## config.mk

```make
export PLATFORM = sky130hd
export DESIGN_NAME = temperature_sample_qualifier_core
export DESIGN_NICKNAME = d
export VERILOG_FILES = /design/src/design/tsq_pkg.sv /design/src/design/temperature_sample_qualifier_core.sv
export SDC_FILE = /design/constraint.sdc
export NUM_CORES = 2
export LEC_CHECK = 0
export BUFFER_PORTS_ARGS = -buffer_cell sky130_fd_sc_hd__buf_2
export CAP_MARGIN = 25
export CORE_MARGIN = 10
export CORE_UTILIZATION = 37
export DETAILED_ROUTE_END_ITERATION = 10
export MAX_ROUTING_LAYER = met4
export PLACE_DENSITY_LB_ADDON = 0.3
export SYNTH_ARGS = -nofsm -noshare
export SYNTH_HDL_FRONTEND = slang
export SYNTH_SLANG_ARGS = --single-unit
export TNS_END_PERCENT = 5
```

## constraint.sdc

```tcl
create_clock -name clk -period 15.7 [get_ports clk]
set_input_delay 2.355 -clock clk [delete_from_list [all_inputs] [get_ports clk]]
set_output_delay 2.355 -clock clk [all_outputs]
set_load 0.01 [all_outputs]
```

## src/design/tsq_pkg.sv

```systemverilog
`timescale 1ns / 1ps

package tsq_pkg;

    typedef enum logic [1:0] {
        STATUS_OK      = 2'd0,
        STATUS_INVALID = 2'd1,
        STATUS_STUCK   = 2'd2
    } status_t;

    typedef enum logic [1:0] {
        CFG_EMA_ALPHA   = 2'd0,
        CFG_JUMP_LIMIT  = 2'd1,
        CFG_STUCK_LIMIT = 2'd2
    } cfg_index_t;

    typedef struct packed {
        logic signed [13:0] raw_temp;
        logic               read_fault;
    } in_word_t;

    typedef struct packed {
        status_t            status;
        logic signed [11:0] filtered_temp;
        logic signed [19:0] smoothed_temp;
    } out_word_t;

    localparam logic signed [13:0] TEMP_MIN = -14'sd80;
    localparam logic signed [13:0] TEMP_MAX = 14'sd1600;

    localparam logic [16:0] ALPHA_ONE         = 17'd65536;
    localparam logic [16:0] EMA_ALPHA_RESET   = 17'd16384;
    localparam logic [10:0] JUMP_LIMIT_RESET  = 11'd400;
    localparam logic [15:0] STUCK_LIMIT_RESET = 16'd30;

endpackage

```

## src/design/temperature_sample_qualifier_core.sv

```systemverilog
`timescale 1ns / 1ps

// temperature sample qualifier
// in channel: one word per sensor sample (raw_temp in quarter degrees, read_fault),
// taken at a clock edge with in_valid high and in_stall low
// out channel: one word per sample (status, filtered_temp, smoothed_temp),
// taken at a clock edge with out_valid high and out_stall low
// cfg channel: cfg_ready is always high; cfg_index selects ema_alpha, jump_limit
// or stuck_limit, cfg_data carries the value; index 3 is ignored
// an accepted input word passes the input register and then the output register
// throughput: one word per cycle while out_stall is low; the input register, one pass of compare,
// glitch select, subtract and a 29x18 multiply-add, and the output register
// set that figure, since the filter state updates in the same pass
// stall: while out_stall holds a finished word, the next word still enters the
// input register; in_stall rises only when both registers are full
// reset: all filter state and both word registers clear, the config registers
// return to alpha 16384, jump limit 400, stuck limit 30

module temperature_sample_qualifier_core (
    input  logic               clk,
    input  logic               rst_n,
    input  logic               in_valid,
    output logic               in_stall,
    input  tsq_pkg::in_word_t  in_word,
    output logic               out_valid,
    input  logic               out_stall,
    output tsq_pkg::out_word_t out_word,
    input  logic               cfg_valid,
    output logic               cfg_ready,
    input  logic [1:0]         cfg_index,
    input  logic [16:0]        cfg_data
);
    import tsq_pkg::*;

    logic               in_valid_reg;
    logic               in_valid_next;
    in_word_t           in_word_reg;
    in_word_t           in_word_next;
    logic               out_valid_reg;
    logic               out_valid_next;
    out_word_t          out_word_reg;
    out_word_t          out_word_next;

    logic [16:0]        ema_alpha_reg;
    logic [16:0]        ema_alpha_next;
    logic [10:0]        jump_limit_reg;
    logic [10:0]        jump_limit_next;
    logic [15:0]        stuck_limit_reg;
    logic [15:0]        stuck_limit_next;

    logic signed [11:0] last_good_reg;
    logic signed [11:0] last_good_next;
    logic               last_good_valid_reg;
    logic               last_good_valid_next;
    logic signed [11:0] stuck_ref_reg;
    logic signed [11:0] stuck_ref_next;
    logic               stuck_ref_valid_reg;
    logic               stuck_ref_valid_next;
    logic [15:0]        same_count_reg;
    logic [15:0]        same_count_next;
    logic signed [27:0] average_reg;
    logic signed [27:0] average_next;
    logic               average_valid_reg;
    logic               average_valid_next;

    logic               advance;
    logic signed [13:0] t;
    logic               sample_bad;
    logic signed [11:0] t_short;
    logic signed [12:0] diff;
    logic        [12:0] diff_abs;
    logic               glitch;
    logic signed [11:0] f;
    logic        [15:0] count_inc;
    logic        [15:0] count_cmp;
    logic               stuck;
    logic signed [27:0] sample_q;
    logic signed [27:0] avg_base;
    logic signed [28:0] avg_diff;
    logic signed [17:0] alpha_eff;
    logic signed [46:0] product;
    logic signed [46:0] product_rnd;
    logic signed [27:0] avg_new;
    logic signed [27:0] smooth_sum;

    assign advance   = in_valid_reg && (!out_valid_reg || !out_stall);
    assign in_stall  = in_valid_reg && !advance;
    assign out_valid = out_valid_reg;
    assign out_word  = out_word_reg;
    assign cfg_ready = 1'b1;

    // qualify and glitch reject
    assign t          = in_word_reg.raw_temp;
    assign sample_bad = in_word_reg.read_fault || (t < TEMP_MIN) || (t > TEMP_MAX);
    assign t_short    = t[11:0];
    assign diff       = {t_short[11], t_short} - {last_good_reg[11], last_good_reg};
    assign diff_abs   = diff[12] ? 13'(-diff) : 13'(diff);
    assign glitch     = last_good_valid_reg && (diff_abs > {2'b00, jump_limit_reg});
    assign f          = glitch ? last_good_reg : t_short;

    // stuck watchdog
    assign count_inc = (same_count_reg == 16'hFFFF) ? same_count_reg : same_count_reg + 16'd1;
    assign count_cmp = (f == stuck_ref_reg) ? count_inc : 16'd0;
    assign stuck     = stuck_ref_valid_reg && (count_cmp >= stuck_limit_reg);

    // moving average
    assign sample_q    = {f, 16'd0};
    assign avg_base    = average_valid_reg ? average_reg : sample_q;
    assign avg_diff    = {sample_q[27], sample_q} - {avg_base[27], avg_base};
    assign alpha_eff   = (ema_alpha_reg > ALPHA_ONE) ? 18'sd65536
                                                     : $signed({1'b0, ema_alpha_reg});
    assign product     = 47'(avg_diff) * 47'(alpha_eff);
    assign product_rnd = product + 47'sd32768;
    assign avg_new     = avg_base + product_rnd[43:16];
    assign smooth_sum  = avg_new + 28'sd128;

    always_comb
    begin
        in_valid_next        = in_valid_reg;
        in_word_next         = in_word_reg;
        out_valid_next       = out_valid_reg;
        out_word_next        = out_word_reg;
        ema_alpha_next       = ema_alpha_reg;
        jump_limit_next      = jump_limit_reg;
        stuck_limit_next     = stuck_limit_reg;
        last_good_next       = last_good_reg;
        last_good_valid_next = last_good_valid_reg;
        stuck_ref_next       = stuck_ref_reg;
        stuck_ref_valid_next = stuck_ref_valid_reg;
        same_count_next      = same_count_reg;
        average_next         = average_reg;
        average_valid_next   = average_valid_reg;

        if (cfg_valid && cfg_ready)
        begin
            case (cfg_index)
                CFG_EMA_ALPHA:   ema_alpha_next   = cfg_data;
                CFG_JUMP_LIMIT:  jump_limit_next  = cfg_data[10:0];
                CFG_STUCK_LIMIT: stuck_limit_next = cfg_data[15:0];
                default:         ;
            endcase
        end

        if (out_valid_reg && !out_stall)
        begin
            out_valid_next = 1'b0;
        end

        if (!in_stall)
        begin
            in_valid_next = in_valid;
            in_word_next  = in_word;
        end

        if (advance)
        begin
            out_valid_next = 1'b1;
            if (sample_bad)
            begin
                out_word_next.status        = STATUS_INVALID;
                out_word_next.filtered_temp = '0;
                out_word_next.smoothed_temp = '0;
            end
            else
            begin
                last_good_next              = f;
                last_good_valid_next        = 1'b1;
                out_word_next.filtered_temp = f;
                if (!stuck_ref_valid_reg)
                begin
                    stuck_ref_next       = f;
                    stuck_ref_valid_next = 1'b1;
                    same_count_next      = '0;
                end
                else if (f != stuck_ref_reg)
                begin
                    stuck_ref_next  = f;
                    same_count_next = '0;
                end
                else
                begin
                    same_count_next = count_inc;
                end

                if (stuck)
                begin
                    same_count_next             = '0;
                    out_word_next.status        = STATUS_STUCK;
                    out_word_next.smoothed_temp = '0;
                end
                else
                begin
                    average_next                = avg_new;
                    average_valid_next          = 1'b1;
                    out_word_next.status        = STATUS_OK;
                    out_word_next.smoothed_temp = smooth_sum[27:8];
                end
            end
        end
    end

    always_ff @(posedge clk or negedge rst_n)
    begin
        if (!rst_n)
        begin
            in_valid_reg        <= 1'b0;
            in_word_reg         <= '0;
            out_valid_reg       <= 1'b0;
            out_word_reg        <= '0;
            ema_alpha_reg       <= EMA_ALPHA_RESET;
            jump_limit_reg      <= JUMP_LIMIT_RESET;
            stuck_limit_reg     <= STUCK_LIMIT_RESET;
            last_good_reg       <= '0;
            last_good_valid_reg <= 1'b0;
            stuck_ref_reg       <= '0;
            stuck_ref_valid_reg <= 1'b0;
            same_count_reg      <= '0;
            average_reg         <= '0;
            average_valid_reg   <= 1'b0;
        end
        else
        begin
            in_valid_reg        <= in_valid_next;
            in_word_reg         <= in_word_next;
            out_valid_reg       <= out_valid_next;
            out_word_reg        <= out_word_next;
            ema_alpha_reg       <= ema_alpha_next;
            jump_limit_reg      <= jump_limit_next;
            stuck_limit_reg     <= stuck_limit_next;
            last_good_reg       <= last_good_next;
            last_good_valid_reg <= last_good_valid_next;
            stuck_ref_reg       <= stuck_ref_next;
            stuck_ref_valid_reg <= stuck_ref_valid_next;
            same_count_reg      <= same_count_next;
            average_reg         <= average_next;
            average_valid_reg   <= average_valid_next;
        end
    end

    // first good sample sets both references together
    a_ref_flags_agree: assert property (@(posedge clk) disable iff (!rst_n)
        last_good_valid_reg == stuck_ref_valid_reg)
        else $error("glitch and stuck references out of step");

    a_avg_needs_ref: assert property (@(posedge clk) disable iff (!rst_n)
        average_valid_reg |-> stuck_ref_valid_reg)
        else $error("average seeded without a reference");

    a_stuck_clears_count: assert property (@(posedge clk) disable iff (!rst_n)
        advance && !sample_bad && stuck |=> same_count_reg == 16'd0)
        else $error("repeat count not cleared after stuck");

    a_stall_only_when_full: assert property (@(posedge clk) disable iff (!rst_n)
        in_stall |-> out_valid_reg && out_stall)
        else $error("input stalled with room downstream");

    a_ok_has_average: assert property (@(posedge clk) disable iff (!rst_n)
        out_valid_reg && out_word_reg.status == STATUS_OK |-> average_valid_reg)
        else $error("ok word without a seeded average");

endmodule
```

==> reports/metrics.cfg <==
[cells_and_area]
nNetsFinal = 3859
largest_reg_flops = 34
antenna_cells = 0
fin_cells = 4142
mostFrequentLayoutCells = 623 x inv_1, 457 x fa_1, 385 x nand2_1
synthToLayoutAreaGrowth_pct = 9.77
fillers = 7509
drive_gt1_share_pct = 11.3
layout_commonest_cell = inv_1
stdcell_area_sq_mm = 0.0303

[routing]
dr.pass1.iters = 5
drtIter0Drc = 1496
ant_nets = 0
drt-total-wl_um = 77500
drc = 0
drt-vias-per-instance = 5.07
wl_per_cell_um = 18.7
via_count = 20997

[place]
dp_hpwl_um = 62400
gp_congestion = 0.926
placed_cells = 4092
port-buffer-count = 74
place_area_sq_mm = 0.0294

[floorplan]
dieArea_sq_mm = 0.0860
die_w_um = 293
core_area_sq_mm = 0.0742
initial_core_util_pct = 37.3
rows = 100
die_y_um = 293
ioPinCount = 76

[timing]
relSlewSlack_pct = 23.7
tightest_slew_ns = 1.14
timing.final.crit_share_pct = 95.8
fmax_mhz = 66.5
slew_violations = 0
fin_skew_ns = 0.0119
setup_viol = 0
fin_crit_ns = 15.04
hold_viol = 0

[critical_path]
path_buf_inv = 9
cp_max_fo = 10
startpoint = t[0]
crit_family = compound AO/OA/AOI/OAI gates
cp-end-kind = flop
r2r_cells = 66
r2r-start = t[0]
critPathRequiredTime_ns = 16.03
cp.arrival_ns = 15.37
start_kind = flop
slowest_stage = fa_1
worstSetupPathType = reg2reg
cp.depth = 66
crit_path_max_incr_delay_ns = 0.55

[synthesis]
synthTopCellsByArea = fa_1 33%, dfrtp_1 14%, ha_1 9.2%, inv_1 8.5%, nand2_1 5.2%
yosys.area_share.simple_pct = 14.4
synth_top_family_by_area = adder cells
synth.yosys.seq_area_share_pct = 15.0
syn_area_sq_mm = 0.0276
synth_warnings = 0
synth_nets = 3797
synthMuxAreaShare_pct = 3.64
ys_seq_elements = 165
synth_compound_area_share_pct = 8.92
synth-xor-area-share_pct = 5.59
yosys.area.top_type = fa_1
ys.flop_type = dfrtp_1
synth_edf_count = 0
synth_top_area_share_pct = 33.1
synthAdderAreaFrac_pct = 42.4
postSynthAreaPerCell_sq_um = 8.92
async_flop_share_pct = 100
synth_cell_type_count = 88
synthCells = 3098

[status]
status = complete, no violations

[hold_path]
hp-start = out_word[30]
hp-class = reg2reg
whs_path_depth = 2

[flow_run]
drv_cap = 0

[clock_tree]
cts-hold-fix-buffers = 0
cts_tree = yes
clockRootBuffer = clkbuf_16
clk_transition_reported_paths_ns = 0.07
cts_buffers = 17
insertion_delay_ns = 0.44
cts.htree.levels = 4
clock-sinks = 165
clockBufferDepth = 2

[global_routing]
grt_pass1_wl_um = 124000
grt-ovfl-total = 0
antenna_found_initial = 1
grt.total_usage_pct = 18.9
grt_pass1_vias = 21910
grt_max_degree = 85

[tightest hold or removal path, stage by stage, from the launching register on]
cell     delay [ns]
dfrtp_1        0.34
nand2_1        0.05
o21ai_0        0.06
[synth_stat cells (8+ instances only)]
cell,instances
inv_1,623
a21oi_1,85
nor2b_1,24
nor2_1,311
nand2b_1,15
o21a_1,17
xor2_1,51
dfrtp_1,157
a21o_1,32
o21ai_0,57
a22o_1,37
xnor2_1,121
ha_1,203
or2_2,8
o211ai_1,12
nor4_1,13
nor3_1,21
mux2_2,84
nand4_1,17
nand3_1,28
and2_1,36
dfstp_2,8
clkbuf_1,105
fa_1,457
nand2_1,386
and3_1,16
o21bai_1,9
or3_1,9
a31oi_1,17
[worst paths after layout]
kind,slack (ns),to
setup / recovery,0.66,out_word[19]
hold / removal,0.48,out_word[30]
setup reg to reg,0.66,out_word[19]
hold reg to reg,0.48,out_word[30]
max in group asynchronous,12.39,stuck_limit_reg[3]
min in group asynchronous,1.99,out_word[27]
[stage by stage]
stage	setup TNS (ns)	setup WS [ns]	util (%)	hold slack [ns]
after global routing	-0.0971	-0.0849	40.9	0.507
after detailed placement	-0.186	-0.147	39.6	0.476
after floorplan	0	1.10	-	0.471
final	0	0.661	40.9	0.481
after global placement	0	0.161	39.5	0.471
after CTS	0	0.0159	40.4	0.490
[cell families after synthesis]
group | count (synthesis)
AOI/OAI and AO/OA | 353
xor gates and xnor gates | 174
adders and majority gates | 663
buffers and inverters | 741
DFF | 165
muxes | 90
other | 1
and+or+nand+nor | 911
[repair_timing]
action	in CTS	in global routing
cloned	0	1
gates resized for setup	2	48
buffers inserted	0	15
pin swaps	0	17
hold endpoints to repair	0	0
endpoints found under the setup margin	3	16
[routing by layer]
metal / track usage (%) / share of wire, % / vias to the layer above
met3: 3.18 / 6.7 / 123
li1: - / - / 9764
met5: - / 0 / -
met4: 5.08 / 2.8 / 0
met2: 30.7 / 48 / 605
met1: 24.3 / 42 / 10505
[layout make-up]
cell class	instances	area, sq um	area share (%)
Clock buffer	24	502	1.65
Sequential cell	165	4140	13.6
Multi-Input combinational cell	2193	21000	69.2
Clock inverter	8	63.8	0.210
Inverter	625	2350	7.73
Timing Repair Buffer	158	1070	3.54
Tap cell	969	1210	4.00
Power is not shown: default switching activity piles up to over one toggle a cycle in this logic, so the estimate is an artifact.
